--- src/rtl/vci_pkg.sv ---
// Shared types and constants for the vehicle command interlock.
// Holds the input and result word layouts, drive codes and command characters.
// No dependencies.
package vci_pkg;

  localparam logic [2:0] DRV_STOP  = 3'd0;
  localparam logic [2:0] DRV_FWD   = 3'd1;
  localparam logic [2:0] DRV_BWD   = 3'd2;
  localparam logic [2:0] DRV_RIGHT = 3'd3;
  localparam logic [2:0] DRV_LEFT  = 3'd4;

  localparam logic [9:0] DUTY_LOW  = 10'((40 * 1023) / 100);
  localparam logic [9:0] DUTY_HIGH = 10'((95 * 1023) / 100);

  localparam logic [7:0] CMD_FWD       = 8'h46;
  localparam logic [7:0] CMD_BWD       = 8'h42;
  localparam logic [7:0] CMD_RIGHT     = 8'h52;
  localparam logic [7:0] CMD_LEFT      = 8'h4C;
  localparam logic [7:0] CMD_STOP      = 8'h53;
  localparam logic [7:0] CMD_FLAG_UP   = 8'h4D;
  localparam logic [7:0] CMD_FLAG_DOWN = 8'h6D;
  localparam logic [7:0] CMD_DUTY_LOW  = 8'h4E;
  localparam logic [7:0] CMD_DUTY_HIGH = 8'h6E;

  localparam logic REG_LIGHT_THRESHOLD = 1'b0;
  localparam logic REG_OBSTACLE_LIMIT  = 1'b1;

  localparam logic [15:0] LIGHT_THRESHOLD_RST = 16'd65;
  localparam logic [15:0] OBSTACLE_LIMIT_RST  = 16'd7;

  // floor(x/3) for x below 1024 as (x * RECIP_3) >> RECIP_SHIFT
  localparam logic [9:0] RECIP_3     = 10'd683;
  localparam int         RECIP_SHIFT = 11;

  typedef struct packed {
    logic        flame_clear;
    logic [9:0]  light_raw;
    logic [15:0] front_distance;
    logic [15:0] rear_distance;
    logic        rx_valid;
    logic [7:0]  rx_byte;
    logic        button_stop;
  } in_word_t;

  typedef struct packed {
    logic [2:0] motor_drive;
    logic       buzzer_on;
    logic       light_on;
    logic       flag_up;
    logic [9:0] speed_duty;
  } out_word_t;

  typedef struct packed {
    logic [15:0] light_threshold;
    logic [15:0] obstacle_limit;
  } cfg_t;

endpackage

--- src/rtl/vci_regs.sv ---
// Configuration register file with an APB-style write/read port.
// Depends on vci_pkg for the register indexes and the cfg_t bundle.
module vci_regs (
  input  logic          clk,
  input  logic          rst_n,
  input  logic          psel,
  input  logic          penable,
  input  logic          pwrite,
  input  logic [2:0]    paddr,
  input  logic [31:0]   pwdata,
  output logic [31:0]   prdata,
  output logic          pready,
  output vci_pkg::cfg_t cfg
);
  import vci_pkg::*;

  logic [15:0] light_threshold_r;
  logic [15:0] obstacle_limit_r;
  logic        wr_en;

  assign pready = 1'b1;
  assign wr_en  = psel & penable & pwrite & pready;

  always_ff @(posedge clk) begin
    if (!rst_n) begin
      light_threshold_r <= LIGHT_THRESHOLD_RST;
      obstacle_limit_r  <= OBSTACLE_LIMIT_RST;
    end else if (wr_en) begin
      if (paddr[2] == REG_LIGHT_THRESHOLD) begin
        light_threshold_r <= pwdata[15:0];
      end else begin
        obstacle_limit_r <= pwdata[15:0];
      end
    end
  end

  always_comb begin
    prdata = 32'd0;
    if (paddr[2] == REG_OBSTACLE_LIMIT) begin
      prdata = {16'd0, obstacle_limit_r};
    end else begin
      prdata = {16'd0, light_threshold_r};
    end
  end

  assign cfg.light_threshold = light_threshold_r;
  assign cfg.obstacle_limit  = obstacle_limit_r;

endmodule

--- src/rtl/vci_core.sv ---
// Control-pass logic: sensor scaling, obstacle interlock, command decode.
// Holds drive, heading and duty state. Depends on vci_pkg.
module vci_core (
  input  logic               clk,
  input  logic               rst_n,
  input  logic               fire,
  input  vci_pkg::in_word_t  in_word,
  input  vci_pkg::cfg_t      cfg,
  output vci_pkg::out_word_t res_word
);
  import vci_pkg::*;

  logic [2:0]  drive_r, drive_nxt;
  logic [2:0]  heading_r, heading_nxt;
  logic [9:0]  duty_r, duty_nxt;
  logic [19:0] light_prod;
  logic [15:0] light_scaled;
  logic        block_fwd, block_bwd;
  logic        flag;

  assign light_prod   = in_word.light_raw * RECIP_3;
  assign light_scaled = {7'd0, light_prod[RECIP_SHIFT +: 9]} - 16'd1;

  assign block_fwd = (in_word.front_distance != 16'd0) &&
                     (in_word.front_distance < cfg.obstacle_limit);
  assign block_bwd = (in_word.rear_distance != 16'd0) &&
                     (in_word.rear_distance < cfg.obstacle_limit);

  always_comb begin
    drive_nxt   = drive_r;
    heading_nxt = heading_r;
    duty_nxt    = duty_r;
    flag        = block_fwd;
    if ((block_fwd && heading_r == DRV_FWD) || (block_bwd && heading_r == DRV_BWD)) begin
      drive_nxt = DRV_STOP;
    end
    if (in_word.rx_valid) begin
      case (in_word.rx_byte)
        CMD_FWD: begin
          if (!block_fwd) begin
            heading_nxt = DRV_FWD;
            drive_nxt   = DRV_FWD;
          end
        end
        CMD_BWD: begin
          if (!block_bwd) begin
            heading_nxt = DRV_BWD;
            drive_nxt   = DRV_BWD;
          end
        end
        CMD_RIGHT: begin
          heading_nxt = DRV_RIGHT;
          drive_nxt   = DRV_RIGHT;
        end
        CMD_LEFT: begin
          heading_nxt = DRV_LEFT;
          drive_nxt   = DRV_LEFT;
        end
        CMD_STOP: begin
          heading_nxt = DRV_STOP;
          drive_nxt   = DRV_STOP;
        end
        CMD_FLAG_UP:   flag = 1'b1;
        CMD_FLAG_DOWN: flag = 1'b0;
        CMD_DUTY_LOW:  duty_nxt = DUTY_LOW;
        CMD_DUTY_HIGH: duty_nxt = DUTY_HIGH;
        default: ;
      endcase
    end
    if (in_word.button_stop) begin
      drive_nxt = DRV_STOP;
    end
  end

  always_ff @(posedge clk) begin
    if (!rst_n) begin
      drive_r   <= DRV_STOP;
      heading_r <= DRV_STOP;
      duty_r    <= DUTY_LOW;
    end else if (fire) begin
      drive_r   <= drive_nxt;
      heading_r <= heading_nxt;
      duty_r    <= duty_nxt;
    end
  end

  assign res_word.motor_drive = drive_nxt;
  assign res_word.buzzer_on   = ~in_word.flame_clear;
  assign res_word.light_on    = light_scaled > cfg.light_threshold;
  assign res_word.flag_up     = flag;
  assign res_word.speed_duty  = duty_nxt;

endmodule

--- src/rtl/vehicle_command_interlock_unit.sv ---
// Vehicle command interlock top level: input register, control-pass logic,
// result register and configuration port. Depends on vci_pkg, vci_regs, vci_core.
//
// One word in is one control pass, one word out is its result. A word is taken
// every cycle while in_stall is low. The input register takes each accepted word;
// its result goes through the pass logic into the result register, where out_valid
// shows it, once that register is not stalled. in_stall rises only while both
// registers hold words and the result side stalls. Configuration writes land at
// the access cycle of the bus; reads return the register zero-extended to 32 bits.
module vehicle_command_interlock_unit (
  input  logic               clk,
  input  logic               rst_n,
  input  logic               in_valid,
  output logic               in_stall,
  input  vci_pkg::in_word_t  in_word,
  output logic               out_valid,
  input  logic               out_stall,
  output vci_pkg::out_word_t out_word,
  input  logic               psel,
  input  logic               penable,
  input  logic               pwrite,
  input  logic [2:0]         paddr,
  input  logic [31:0]        pwdata,
  output logic [31:0]        prdata,
  output logic               pready
);
  import vci_pkg::*;

  in_word_t  in_r;
  logic      in_valid_r;
  out_word_t out_r;
  logic      out_valid_r;
  out_word_t res_word;
  cfg_t      cfg;
  logic      out_hold;
  logic      in_accept;
  logic      fire;

  assign out_hold  = out_valid_r & out_stall;
  assign in_stall  = in_valid_r & out_hold;
  assign in_accept = in_valid & ~in_stall;
  assign fire      = in_valid_r & ~out_hold;

  vci_regs u_regs (
    .clk     (clk),
    .rst_n   (rst_n),
    .psel    (psel),
    .penable (penable),
    .pwrite  (pwrite),
    .paddr   (paddr),
    .pwdata  (pwdata),
    .prdata  (prdata),
    .pready  (pready),
    .cfg     (cfg)
  );

  vci_core u_core (
    .clk      (clk),
    .rst_n    (rst_n),
    .fire     (fire),
    .in_word  (in_r),
    .cfg      (cfg),
    .res_word (res_word)
  );

  always_ff @(posedge clk) begin
    if (!rst_n) begin
      in_valid_r  <= 1'b0;
      out_valid_r <= 1'b0;
    end else begin
      in_valid_r  <= in_accept | (in_valid_r & out_hold);
      out_valid_r <= fire | out_hold;
    end
  end

  always_ff @(posedge clk) begin
    if (in_accept) begin
      in_r <= in_word;
    end
    if (fire) begin
      out_r <= res_word;
    end
  end

  assign out_valid = out_valid_r;
  assign out_word  = out_r;

endmodule

--- config.mk ---
export PLATFORM = sky130hd
export DESIGN_NAME = vehicle_command_interlock_unit
export DESIGN_NICKNAME = d
export VERILOG_FILES = /design/src/rtl/vci_pkg.sv /design/src/rtl/vci_regs.sv /design/src/rtl/vci_core.sv /design/src/rtl/vehicle_command_interlock_unit.sv
export SDC_FILE = /design/constraint.sdc
export NUM_CORES = 1
export LEC_CHECK = 0
export ABC_AREA = 1
export BUFFER_PORTS_ARGS = -buffer_cell sky130_fd_sc_hd__buf_2
export CAP_MARGIN = 10
export CORE_MARGIN = 5
export CORE_UTILIZATION = 40
export DETAILED_ROUTE_END_ITERATION = 10
export GPL_TIMING_DRIVEN = 0
export PLACE_DENSITY = 0.67
export SETUP_SLACK_MARGIN = 0.2
export SYNTH_ARGS = -nofsm -noshare
export SYNTH_HDL_FRONTEND = slang
export SYNTH_SLANG_ARGS = --single-unit
--- constraint.sdc ---
create_clock -name clk -period 7.2 [get_ports clk]
set_clock_uncertainty 0.1 [all_clocks]
set_input_delay 0.36 -clock clk [delete_from_list [all_inputs] [get_ports clk]]
set_output_delay 0.36 -clock clk [all_outputs]
set_load 0.05 [all_outputs]
# After elaboration in Yosys (flattened, before gate mapping)
# Index checks and enable logic that the tools add are counted.
[classes] eq_ne=13 mux=14 order_cmp=3 reduce_logical=11 mul=1 add_sub_neg=1 bitwise_logic=12
[op_table] op="8-bit by 7-bit equality test with 1-bit output, second input constant" n=9
[op_table] op="16-bit < comparator" n=2
[op_table] op="16-bit nonzero test" n=2
[op_table] op="3-bit one-hot mux with 5 select lines" n=2
[op_table] op="3-bit 2-to-1 mux" n=7
[op_table] op="10-bit by 10-bit multiplier with 20-bit output, second input constant" n=1
[op_table] op="10-bit one-hot mux with 2 select lines" n=1
[op_table] op="16-bit > comparator" n=1
[op_table] op="16-bit 2-to-1 mux" n=1
[op_table] op="10-bit 2-to-1 mux" n=1
[op_table] op="9-bit by 1-bit subtractor with 10-bit output, second input constant" n=1
[op_table] op="1-bit AND" n=6
[op_table] op="5-bit AND reduction" n=1
[op_table] op="5-bit nonzero test" n=1
[op_table] op="1-bit logical AND" n=4
[op_table] op="2-bit inequality test, second input constant" n=2
[op_table] op="1-bit NOT" n=4
[op_table] op="2-bit AND reduction" n=2
[op_table] op="3-bit by 1-bit equality test with 1-bit output, second input constant" n=1
[op_table] op="3-bit by 2-bit equality test with 1-bit output, second input constant" n=1
[op_table] op="1-bit OR" n=2
[op_table] op="1-bit one-hot mux with 2 select lines" n=1
[op_table] op="1-bit logical OR" n=1
[op_table] op="1-bit 2-to-1 mux" n=1
[totals] input_bits=95 regBits=119 word_cells=74

# Depth between registers and ports, before layout
# Gate-level depths: netlist of run 1.
[logic_depth] depth_word=9 mapped_depth=33 depth_no_buf=33

# Cells and area by module
# From an unflattened synthesis of run 1, not the netlist that was laid out.
[unflattened] cells_unflattened=976 area_unflattened_um2=8122.8
[by_module_without_submodules] module="vci_core" area_each_um2=4335.4 instances=1 cells_per_inst=634 seq_area_each_um2=320.3
[by_module_without_submodules] module="vehicle_command_interlock_unit" area_each_um2=2167.1 instances=1 cells_per_inst=82 seq_area_each_um2=2112.0
[by_module_without_submodules] module="vci_regs" area_each_um2=1620.3 instances=1 cells_per_inst=260 seq_area_each_um2=640.6

# Least setup slack after synthesis of run 1
# No wires, ideal clock.
[synth_timing] kind="register to register" startpoint="register in_r[43] in the netlist's numbering" endpoint="register out_r (netlist bit out_word[11]), data pin" arrival_ns=5.023 path_buffers=0 required_time_ns=6.834 path_slack_ns=1.811 path_stages_with_launch=24 cell_sequence="edfxtp_1 ha_1 inv_1 fa_1 fa_1 inv_1 fa_1 ha_1 ha_1 a21oi_2 o21ai_1 a21oi_1 nand2_1 a21o_1 or2_0 nand2_1 inv_1 nor2_1 ha_1 a21oi_1 nand3b_1 a21oi_1 nor3_1 a32oi_1"
[synth_lines] element="start, declared" line_no="vehicle_command_interlock_unit.sv:29" source="in_word_t in_r;"
[synth_lines] element="start signal, assigned" line_no="vehicle_command_interlock_unit.sv:78" source="in_r <= in_word;"
[synth_lines] element="end signal, assigned" line_no="vehicle_command_interlock_unit.sv:81" source="out_r <= res_word;"
[synth_lines] element="end, declared" line_no="vehicle_command_interlock_unit.sv:31" source="out_word_t out_r;"

==> reports/summary.txt, run 1 <==
ROUTING
------------------------------------------------------------------------------------------
Total routed wirelength                                                            18.0 mm
Antenna-violating nets left                                                              0
Number of detailed-routing iterations run before antenna repair                          6
Via-per-instance ratio                                                                4.64
DR vias                                                                               6278
Drc violations                                                                           0
Number of violations reported at the end of detailed-routing iteration 0               295
Detail-routed net length per standard cell                                         13.3 um

PLACED DESIGN
------------------------------------------------------------------------------------------
I/O Buffers                                                                            109
Placed wire-length estimate after detailed placement                               14.3 mm
Global placer's final weighted congestion                                            0.836

WORST SETUP PATH
------------------------------------------------------------------------------------------
Maximum single-stage delay on the critical path                                    0.53 ns
Crit start category                                                               register
Worst R2R Path Depth                                                                    23
Classification of the worst setup path                                             reg2reg
Critical Path, Cell by Cell                                                   ha_1 > ha_1 > fa_1 > fa_1 > inv_1 > fa_1 > inv_1 > ha_1 > a21oi_1 > o21ai_1 > a21oi_1 > nand2_1 > xnor2_1 > nand2_1 > nor2_4 > nand3_2 > nor2_1 > ha_1 > a21oi_1 > nand3b_1 > a21oi_1 > nor3_1 > a32oi_1
Arrival time at the worst endpoint                                                 6.10 ns
Critical path's slowest cell                                                  sky130_fd_sc_hd__fa_1
Worst setup slack for register-to-register paths                                   1.16 ns
Max Fanout on Critical Path                                                              7
Nature of the critical path endpoint                                              register
R2r startpoint                                                                    in_r[48]
Endpoint required time on the critical path                                        7.25 ns
Worst setup startpoint                                                            in_r[48]

SYNTHESIS
------------------------------------------------------------------------------------------
Synthesized area per cell                                                       8.81 sq um
Fraction of the mapped netlist area in compound gates                               0.0991
Share of the synthesized area in the top cell type                                   0.264
Netlist Area Pre-Place                                                          7850 sq um
Number of flip-flops and latches in the synthesized netlist                            119
Top cell types by occurrence after synthesis                                  sky130_fd_sc_hd__nand2_1 (157), sky130_fd_sc_hd__inv_1 (141), sky130_fd_sc_hd__ha_1 (107)
Simple-gate share of the synthesized area                                            0.182
Top-count cell post-synth                                                     sky130_fd_sc_hd__nand2_1
Post-synthesis instance total                                                          891
Top cell type by total area after synthesis                                   sky130_fd_sc_hd__edfxtp_1
Share of synthesized cell area in full adder, half adder and majority cells          0.227
Share of synthesized area spent on multiplexers                                          0
Synth top area cells                                                          sky130_fd_sc_hd__edfxtp_1 (26%), sky130_fd_sc_hd__ha_1 (17%), sky130_fd_sc_hd__dfxtp_1 (13%)
Post-synthesis sequential area ratio                                                 0.391
Synth unique cells                                                                      39
Top FF cell, synth                                                            sky130_fd_sc_hd__edfxtp_1
Count of yosys warnings during synthesis                                                 0
Largest family of logic cells by synthesized area                              adder cells
Post-synthesis share of cell area spent on xor and xnor gates                      0.00669
Ys async rst share                                                                       0
EDFF count, synth                                                                       69

GLOBAL ROUTING
------------------------------------------------------------------------------------------
Number of global-route vias before repair                                             6331
Gr usage total                                                                       0.167
Maximum number of pins on one net before global-route repair                            39
Initial antenna violation count                                                          0
Congestion Overflow GR                                                                   0
First-pass GRT wire length                                                         29.7 mm

STA
------------------------------------------------------------------------------------------
Highest clock rate                                                                 165 MHz
Post-route fraction of the period consumed by the critical path                      0.839
Final total negative setup slack                                                      0 ns
Final count of negative-setup-slack endpoints                                            0
Transition time at the pin with the least slew margin                             0.572 ns
Number of failing hold endpoints at the final stage                                      0
Final Slew Violations                                                                    0
Remaining max-slew budget at the tightest pin                                        0.619
Unrepaired setup endpoints after global routing                                      false
Time the final worst path needs with I/O delays and setup                          6.04 ns

CLOCK NETWORK
------------------------------------------------------------------------------------------
H-tree levels                                                                            4
Hold_buf cts                                                                            40
TritonCTS Buffers                                                                       17
Clock tree buffer depth                                                                  2
Resized cells post-CTS                                                                   0
Clk slew on worst S/H paths                                                        0.06 ns
Clk sink count                                                                         119
Clock tree from TritonCTS                                                            built
Clock network latency to the later pin of the worst-skew pair                      0.42 ns
CTS Root Buffer Type                                                          sky130_fd_sc_hd__clkbuf_16
Number of setup buffers added after CTS                                                  0

POWER
------------------------------------------------------------------------------------------
Fraction of power consumed by sequential logic                                       0.253
Post-route total power                                                           0.00306 W
Comb pwr share                                                                       0.459
Power density over the cells                                                   311 nW/um^2
Switching Fraction                                                                   0.396
Worst vdd rail ir drop                                                            0.208 mV
Switching pwr                                                                    0.00121 W
Leakage power total                                                                4.66 nW
Proportion of power drawn by the clock network                                       0.288
Internal power                                                                   0.00185 W

DIE
------------------------------------------------------------------------------------------
Starting density of the core                                                         0.405
Die span in y                                                                       150 um
Total I/O pin count                                                                    146
Total die area                                                                 22500 sq um
Core ar.                                                                       19400 sq um
Die X-Extent                                                                        150 um
Number of rows created at floorplan                                                     51

LAYOUT
------------------------------------------------------------------------------------------
Antenna diode instance count                                                             0
Area of all sequential standard cells                                           3070 sq um
Number of nets in the layout                                                          1299
Fillers                                                                               1797
Fraction of final layout cells with drive strength greater than 1                    0.187
Synth-to-Final Area Change                                                           25.1%
Combined area of the multi-input logic cells                                    4110 sq um

JOB
------------------------------------------------------------------------------------------
Number of violations of the max-capacitance limit                                        0

WORST HOLD PATH
------------------------------------------------------------------------------------------
WHS Path Cells                                                                           1
Min-delay worst type                                                                in2reg
Origin of the worst min-delay path                                              in_word[6]

RUN STATUS
------------------------------------------------------------------------------------------
Status                                                                           completed

[per-stage QoR]
step	hold slack, ns	utilization	setup slack, ns	cells	instance area (sq um)
after detailed placement	0.314	0.454	1.15	1281	8810
after floorplan	0.299	-	1.81	906	7910
after global routing	0.00325	0.506	0.678	1353	9820
final	0.0137	0.506	1.16	1353	9820
after CTS	0.000685	0.506	1.08	1353	9820
after global placement	0.310	0.453	1.21	1280	8790
[registers in the layout, indices dropped and copies added (netlist names)]
register / count
in_r: 53
u_regs.light_threshold_r: 16
u_core.heading_r: 3
u_regs.obstacle_limit_r: 16
u_core.duty_r: 10
in_valid_r: 1
out_valid: 1
out_word: 16
u_core.drive_r: 3
[area by class of cell]
| cell class | instances | share of cell area |
|---|---|---|
| clock inverters | 15 | 0.0194 |
| clock buffers | 17 | 0.0433 |
| inverters | 149 | 0.0569 |
| flip-flops and latches | 119 | 0.313 |
| repair buffers | 150 | 0.0983 |
| well taps | 265 | 0.0338 |
| plain buffers | 29 | 0.0176 |
| multi-input cells | 609 | 0.418 |
[worst max-delay path, delay by kind of cell (launching register included)]
family                   cells  cell delay (ns)
adder cells (fa/ha/maj)      7             2.90
AND/OR/NAND/NOR              7             1.10
AO/OA/AOI/OAI                6             0.76
flip-flops                   1             0.50
XOR/XNOR                     1             0.33
buffers and inverters        2             0.10
[power groups by stage]
stage	clock network (W)	registers, W	logic, W
4_1_cts	0.000898	0.000774	0.00142
5_1_grt	0.000927	0.000777	0.00164
6_report	0.000880	0.000774	0.00140
3_5_place_dp	0	0.000788	0.00139
2_1_floorplan	0	0.000802	0.00110
3_3_place_gp	0	0.000788	0.00135
[per-layer routing]
metal  up-vias  GRT usage  part of all wire
met5         -          0                 0
met4         0     0.0732             0.028
met3        39     0.0370             0.039
met2       132      0.295              0.51
met1      2835      0.194              0.43
li1       3272          -                 -
[placed cells by master, fill, tap and decap left out, drive strengths merged, types with 4 or more instances in the layout]
cell type    instances
nor3                 8
inv                155
nand4                8
ha                 107
clkbuf              29
dfxtp               50
xor2                 4
nor2                82
edfxtp              69
a21o                 4
fa                  22
clkinvlp             4
nand2              166
buf                127
dlygate4sd3         40
o21ai               65
a21oi               73
nand3b               6
nand3               34
conb                17
[kinds of logic (layout without fill, tap and decap cells)]
kind of cell,count (synthesis),in the layout
flip-flops,119,119
XOR/XNOR,6,6
AND/OR/NAND/NOR,309,309
other,2,17
adder cells (fa/ha/maj),129,129
AO/OA/AOI/OAI,148,148
buffers and inverters,178,360
[worst paths after layout]
path,end
min,in_r[6]
max,out_word[11]
min reg2reg,u_core.duty_r[7]
max reg2reg,out_word[11]
No activity file was read; power rests on OpenSTA's default activity.
==> run 2: changes to the inputs <==
--- a/config.mk
+++ b/config.mk
@@ -12,7 +12,7 @@
 export CORE_UTILIZATION = 40
 export DETAILED_ROUTE_END_ITERATION = 10
 export GPL_TIMING_DRIVEN = 0
-export PLACE_DENSITY = 0.67
+export PLACE_DENSITY = 0.69
 export SETUP_SLACK_MARGIN = 0.2
 export SYNTH_ARGS = -nofsm -noshare
 export SYNTH_HDL_FRONTEND = slang
==> constraint.sdc (replaced) <==
create_clock -name clk -period 5.3 [get_ports clk]
set_clock_uncertainty 0.1 [all_clocks]
set_input_delay 0.265 -clock clk [delete_from_list [all_inputs] [get_ports clk]]
set_output_delay 0.265 -clock clk [all_outputs]
set_load 0.05 [all_outputs]
==> reports/summary.txt, run 2 (synthesis results as in run 1) <==
ROUTING
---------------------------------------------------------------------------------------
Detail-routed net length per standard cell                                      13.9 um   +5.0%
Drc violations                                                                        0   unchanged
Via-per-instance ratio                                                             4.65   +0.19%
Antenna-violating nets left                                                           0   unchanged
Number of violations reported at the end of detailed-routing iteration 0            355   +20%
Number of detailed-routing iterations run before antenna repair                       5   -1
DR vias                                                                            6527   +4.0%
Total routed wirelength                                                         19.6 mm   +9.0%

PLACED DESIGN
---------------------------------------------------------------------------------------
Count of placed standard cells including taps                                      1281   unchanged
Global placer's final weighted congestion                                         0.860   +2.9%
Placed Area                                                                  8930 sq um   +1.4%
Placed wire-length estimate after detailed placement                            14.3 mm   -0.17%
I/O Buffers                                                                         109   unchanged
Pre-CTS WS                                                                    -0.361 ns   -1.51 ns

LAYOUT
---------------------------------------------------------------------------------------
Combined area of the multi-input logic cells                                 4630 sq um   +13%
Most common library cell in the layout ignoring fill and taps              sky130_fd_sc_hd__nand2_1
Cell Count, Final, Fillers Out                                                     1404   +3.8%
Fraction of final layout cells with drive strength greater than 1                 0.268   +0.0814
Fillers                                                                            1683   -6.3%
Number of nets in the layout                                                       1349   +3.8%
Commonest cells after routing, fill and taps aside                         sky130_fd_sc_hd__nand2_1 (145), sky130_fd_sc_hd__inv_1 (130), sky130_fd_sc_hd__buf_2 (109), sky130_fd_sc_hd__ha_1 (78), sky130_fd_sc_hd__edfxtp_1 (69)
Flip-flop count of the largest register, all copies and words added                  53   unchanged
Area of all placed cells without fillers                                    10700 sq um   +9.3%
Synth-to-Final Area Change                                                        36.8%
Register containing the most flip-flops in the final layout                        in_r
Final core utilization                                                            0.554   +0.0473
Area of all sequential standard cells                                        3070 sq um   unchanged

STA
---------------------------------------------------------------------------------------
Final count of negative-setup-slack endpoints                                         1   +1
Transition time at the pin with the least slew margin                          0.565 ns   -0.00673 ns
Time the final worst path needs with I/O delays and setup                       5.51 ns   -0.533 ns
Highest clock rate                                                              181 MHz   +9.7%
Remaining max-slew budget at the tightest pin                                     0.623   +0.00448
Final Slew Violations                                                                 0   unchanged
Setup ws final                                                                -0.210 ns   -1.37 ns
Unrepaired setup endpoints after global routing                                    true
Post-route fraction of the period consumed by the critical path                    1.04   +0.200
Number of failing hold endpoints at the final stage                                   0   unchanged

DIE
---------------------------------------------------------------------------------------
Die X-Extent                                                                     150 um   unchanged
Total die area                                                              22500 sq um   unchanged
Number of rows created at floorplan                                                  51   unchanged
Core ar.                                                                    19400 sq um   unchanged
Starting density of the core                                                      0.405   unchanged
Die span in y                                                                    150 um   unchanged
Total I/O pin count                                                                 146   unchanged

WORST SETUP PATH
---------------------------------------------------------------------------------------
Endpoint of the lowest-slack register-to-register path                     out_word[11]
Arrival time at the worst endpoint                                              5.56 ns   -0.54 ns
Classification of the worst setup path                                          reg2reg
Worst R2R Path Depth                                                                 28   +22%
Max Fanout on Critical Path                                                           5   -2
Crit start category                                                            register
Critical Path Most Common Cell                                             sky130_fd_sc_hd__ha_4
Critical path's slowest cell                                               sky130_fd_sc_hd__fa_1
Nature of the critical path endpoint                                           register
R2r startpoint                                                                 in_r[44]
Worst setup slack for register-to-register paths                               -0.21 ns   -1.37 ns
Maximum single-stage delay on the critical path                                 0.57 ns   +0.04 ns
Endpoint required time on the critical path                                     5.35 ns   -1.90 ns

GLOBAL ROUTING
---------------------------------------------------------------------------------------
Congestion Overflow GR                                                                0   unchanged
Number of global-route vias before repair                                          6653   +5.1%
Maximum number of pins on one net before global-route repair                         47   +21%
Gr usage total                                                                    0.180   +0.0130
Initial antenna violation count                                                       0   unchanged
First-pass GRT wire length                                                      31.9 mm   +7.6%

POWER
---------------------------------------------------------------------------------------
Leakage power total                                                             4.89 nW   +5.0%
Worst vdd rail ir drop                                                         0.328 mV   +57%
Power density over the cells                                                444 nW/um^2   +43%

CLOCK NETWORK
---------------------------------------------------------------------------------------
Clock tree buffer depth                                                               2   unchanged
TritonCTS Buffers                                                                    17   unchanged
Clk slew on worst S/H paths                                                     0.06 ns   about the same
H-tree levels                                                                         4   unchanged
Clock tree from TritonCTS                                                         built
CTS Root Buffer Type                                                       sky130_fd_sc_hd__clkbuf_16
Clk sink count                                                                      119   unchanged
Clock network latency to the later pin of the worst-skew pair                   0.42 ns   about the same

WORST HOLD PATH
---------------------------------------------------------------------------------------
WHS Path Cells                                                                        3   +2
Endpoint, Worst Hold                                                       u_regs.obstacle_limit_r[10]
Min-delay worst type                                                             in2reg
Origin of the worst min-delay path                                           pwdata[10]

RUN STATUS
---------------------------------------------------------------------------------------
Failing checks                                                             negative setup slack
Status                                                                     complete, but fails checks

JOB
---------------------------------------------------------------------------------------
Number of violations of the max-capacitance limit                                     0   unchanged

==> run 2: cell types whose count changed in the layout (fill, tap and decap cells not counted), moves of 3 or more <==
cell,before,now
sky130_fd_sc_hd__inv_2,9,19
sky130_fd_sc_hd__nand2_2,8,19
sky130_fd_sc_hd__a21oi_1,70,63
sky130_fd_sc_hd__buf_4,17,44
sky130_fd_sc_hd__nand2_1,157,145
sky130_fd_sc_hd__ha_4,0,29
sky130_fd_sc_hd__nand3_1,28,25
sky130_fd_sc_hd__buf_6,0,4
sky130_fd_sc_hd__inv_1,140,130
sky130_fd_sc_hd__ha_1,107,78
sky130_fd_sc_hd__dlygate4sd3_1,40,58
sky130_fd_sc_hd__a21oi_2,3,8
sky130_fd_sc_hd__nor2_1,67,63
==> run 2: per-layer routing <==
metal	share of wire	vias up	global-route usage
met2	0.51	144	0.317
met4	0.031	0	0.0695
li1	-	3373	-
met5	0	-	0
met1	0.42	2965	0.215
met3	0.041	45	0.0382
==> run 2: final cells by class <==
cell class | count | share of cell area
multi-input cells | 609 | 0.431
flip-flops and latches | 119 | 0.286
repair buffers | 200 | 0.132
inverters | 149 | 0.0521
clock buffers | 18 | 0.0409
well taps | 265 | 0.0309
plain buffers | 29 | 0.0161
clock inverters | 14 | 0.0115
diodes | 1 | 0.000233
==> run 2: critical path, delay by kind of cell (launching register included) <==
family	cells	cell delay [ns]
fa+ha+maj	8	2.63
simple gates	9	0.94
compound gates	5	0.54
flops	1	0.51
buf+inv	5	0.34
xor+xnor	1	0.17
==> run 2: repair_timing <==
action                                  4_1_cts  5_1_grt
hold buffers                                 58        0
buffers inserted                             22       10
endpoints found under the setup margin        1        1
gates resized for setup                      32       33
endpoints found under the hold margin        59        0
pin swaps                                    26       42
==> run 2: how the worst max path moves through the flow <==
stage | cells after the start | start | end
after floorplan | 31 | in_r[49] | out_word[11]
after global placement | 22 | in_r[45] | out_word[11]
after detailed placement | 31 | in_r[49] | out_word[11]
after CTS | 35 | in_r[47] | out_word[11]
after global routing | 34 | in_r[45] | out_word[11]
final | 28 | in_r[44] | out_word[11]
==> run 2: through the flow <==
stage	hold WS (ns)	total power (W)	TNS (ns)
floorplan	0.264	0.00272	0
global placement	0.311	0.00306	-0.327
detailed placement	0.315	0.00312	-0.361
CTS	0.0378	0.00456	-0.238
global route	0.0668	0.00516	-0.479
finish	0.0552	0.00477	-0.210
==> run 2: where the power goes <==
group,internal [W],leakage (nW),switching [W]
clock network,0.000657,0.259,0.000437
registers,0.00103,1.06,0.0000245
logic,0.00116,3.57,0.00146
total,0.00285,4.89,0.00192
==> run 3: changes to the inputs <==
--- a/config.mk
+++ b/config.mk
@@ -13,6 +13,7 @@
 export DETAILED_ROUTE_END_ITERATION = 10
 export GPL_TIMING_DRIVEN = 0
 export PLACE_DENSITY = 0.69
+export REMOVE_ABC_BUFFERS = 1
 export SETUP_SLACK_MARGIN = 0.2
 export SYNTH_ARGS = -nofsm -noshare
 export SYNTH_HDL_FRONTEND = slang
==> reports/summary.txt, run 3 (synthesis results as in run 1) <==
PLACED DESIGN
---------------------------------------------------------------------------------------
Placed Area                                                                  8640 sq um   -3.3%
Placed wire-length estimate after detailed placement                            13.3 mm   -7.0%
I/O Buffers                                                                         110   +0.92%
Global placer's final weighted congestion                                         0.838   -2.6%

STA
---------------------------------------------------------------------------------------
Transition time at the pin with the least slew margin                          0.766 ns   +0.200 ns
Setup ws final                                                                -0.318 ns   -0.108 ns
Highest clock rate                                                              178 MHz   -1.9%
Time the final worst path needs with I/O delays and setup                       5.62 ns   +0.108 ns
Remaining max-slew budget at the tightest pin                                     0.489   -0.134
Unrepaired setup endpoints after global routing                                    true
Post-route fraction of the period consumed by the critical path                    1.06   +0.0204
Final Slew Violations                                                                 0   unchanged
Number of failing hold endpoints at the final stage                                   0   unchanged
Final count of negative-setup-slack endpoints                                         1   unchanged

CLOCK NETWORK
---------------------------------------------------------------------------------------
Clock network latency to the later pin of the worst-skew pair                   0.42 ns   about the same
Clk sink count                                                                      119   unchanged
H-tree levels                                                                         4   unchanged
CTS Root Buffer Type                                                       sky130_fd_sc_hd__clkbuf_16
Clock tree buffer depth                                                               2   unchanged
TritonCTS Buffers                                                                    17   unchanged
Clock tree from TritonCTS                                                         built
Clk slew on worst S/H paths                                                     0.06 ns   about the same

WORST HOLD PATH
---------------------------------------------------------------------------------------
Min-delay worst type                                                             in2reg

GLOBAL ROUTING
---------------------------------------------------------------------------------------
Number of global-route vias before repair                                          6388   -4.0%
First-pass GRT wire length                                                      30.3 mm   -5.0%
Gr usage total                                                                    0.170   -0.00969
Initial antenna violation count                                                       0   unchanged
Congestion Overflow GR                                                                0   unchanged
Maximum number of pins on one net before global-route repair                         43   -8.5%

LAYOUT
---------------------------------------------------------------------------------------
Most common library cell in the layout ignoring fill and taps              sky130_fd_sc_hd__nand2_1
Flip-flop count of the largest register, all copies and words added                  53   unchanged
Commonest cells after routing, fill and taps aside                         sky130_fd_sc_hd__nand2_1 (153), sky130_fd_sc_hd__inv_1 (135), sky130_fd_sc_hd__buf_2 (110), sky130_fd_sc_hd__ha_1 (84), sky130_fd_sc_hd__edfxtp_1 (69)
Number of nets in the layout                                                       1314   -2.6%
Area of all placed cells without fillers                                    10400 sq um   -2.9%
Fillers                                                                            1717   +2.0%
Synth-to-Final Area Change                                                        32.8%
Fraction of final layout cells with drive strength greater than 1                 0.229   -0.0386
Final core utilization                                                            0.537   -0.0163
Register containing the most flip-flops in the final layout                        in_r

DIE
---------------------------------------------------------------------------------------
Core ar.                                                                    19400 sq um   unchanged
Die span in y                                                                    150 um   unchanged
Total I/O pin count                                                                 146   unchanged
Number of rows created at floorplan                                                  51   unchanged
Die X-Extent                                                                     150 um   unchanged
Starting density of the core                                                      0.405   unchanged
Total die area                                                              22500 sq um   unchanged

WORST SETUP PATH
---------------------------------------------------------------------------------------
Nature of the critical path endpoint                                           register
Classification of the worst setup path                                          reg2reg
Endpoint required time on the critical path                                     5.35 ns   about the same
Arrival time at the worst endpoint                                              5.67 ns   +0.11 ns
Critical path's slowest cell                                               sky130_fd_sc_hd__fa_1
Maximum single-stage delay on the critical path                                 0.52 ns   -0.05 ns
Max Fanout on Critical Path                                                           4   -1
Crit start category                                                            register

ROUTING
---------------------------------------------------------------------------------------
Via-per-instance ratio                                                             4.73   +1.8%
DR vias                                                                            6478   -0.75%
Total routed wirelength                                                         19.0 mm   -3.0%
Drc violations                                                                        0   unchanged
Number of detailed-routing iterations run before antenna repair                       5   unchanged
Detail-routed net length per standard cell                                      13.9 um   -0.56%
Antenna-violating nets left                                                           0   unchanged
Number of violations reported at the end of detailed-routing iteration 0            275   -23%

RUN STATUS
---------------------------------------------------------------------------------------
Status                                                                     complete, but fails checks
Failing checks                                                             negative setup slack

POWER
---------------------------------------------------------------------------------------
Power density over the cells                                                445 nW/um^2   +0.19%
Worst vdd rail ir drop                                                         0.295 mV   -9.8%
Leakage power total                                                             4.79 nW   -2.1%

JOB
---------------------------------------------------------------------------------------
Number of violations of the max-capacitance limit                                     0   unchanged

==> run 3: changes by cell type in the layout (fill, tap and decap cells not counted), sizes merged <==
cell / before / now
inv: 153 / 154
clkinvlp: 6 / 2
buf: 159 / 136
clkbuf: 30 / 17
bufinv: 1 / 4
clkinv: 3 / 4
==> run 3: what timing repair did <==
item                                    4_1_cts  5_1_grt
gates resized for setup                      35       15
endpoints found under the hold margin        59        0
pin swaps                                    17       18
hold buffers                                 58        0
endpoints found under the setup margin        1        1
setup buffers                                17        8
==> run 3: critical path, delay by kind of cell (launching register included) <==
family          cells  cell delay, ns
fa+ha+maj           8            2.72
simple gates        7            0.70
compound gates      5            0.58
flops               1            0.50
buf+inv             5            0.37
xor+xnor            2            0.34
==> run 3: final timing paths <==
path,start,to,slack [ns],cells after the start
worst max-delay path,in_r[44],out_word[11],-0.32,27
worst min-delay path,pwdata[3],u_regs.light_threshold_r[3],0.06,3
worst max register to register,in_r[44],out_word[11],-0.32,27
worst min register to register,u_core.duty_r[8],u_core.duty_r[8],0.33,2
==> run 3: stage by stage <==
stage	total power [W]	worst slack [ns]	instances	setup TNS, ns	hold WS [ns]
3_5_place_dp	0.00295	-0.728	1253	-0.728	0.314
5_1_grt	0.00503	-0.598	1368	-0.598	0.0556
6_report	0.00464	-0.318	1369	-0.318	0.0567
2_1_floorplan	0.00257	-0.0889	877	-0.0889	0.234
3_3_place_gp	0.00290	-0.688	1252	-0.688	0.309
4_1_cts	0.00452	-0.259	1360	-0.259	0.0426
==> run 3: power by group <==
| part | internal (W) | switching (W) |
|---|---|---|
| combinational | 0.000992 | 0.00134 |
| clock | 0.000800 | 0.000456 |
| sequential | 0.00103 | 0.0000233 |
==> run 3: layer usage <==
metal	wire [um]	GRT usage	up-vias
met3	705	0.0316	25
met4	370	0.0554	0
met2	10100	0.315	137
li1	-	-	3308
met1	7750	0.197	3008
met5	0	0	-
==> run 3: final cells by class <==
type / instances / area, sq um / area share
antenna: 1 / 2.50 / 0.000240
clock buffer: 17 / 425 / 0.0408
clock inverter: 15 / 219 / 0.0210
inverter: 149 / 559 / 0.0536
multi-input combinational: 609 / 4460 / 0.427
sequential: 119 / 3070 / 0.295
tap: 265 / 332 / 0.0318
timing repair buffer: 194 / 1360 / 0.130
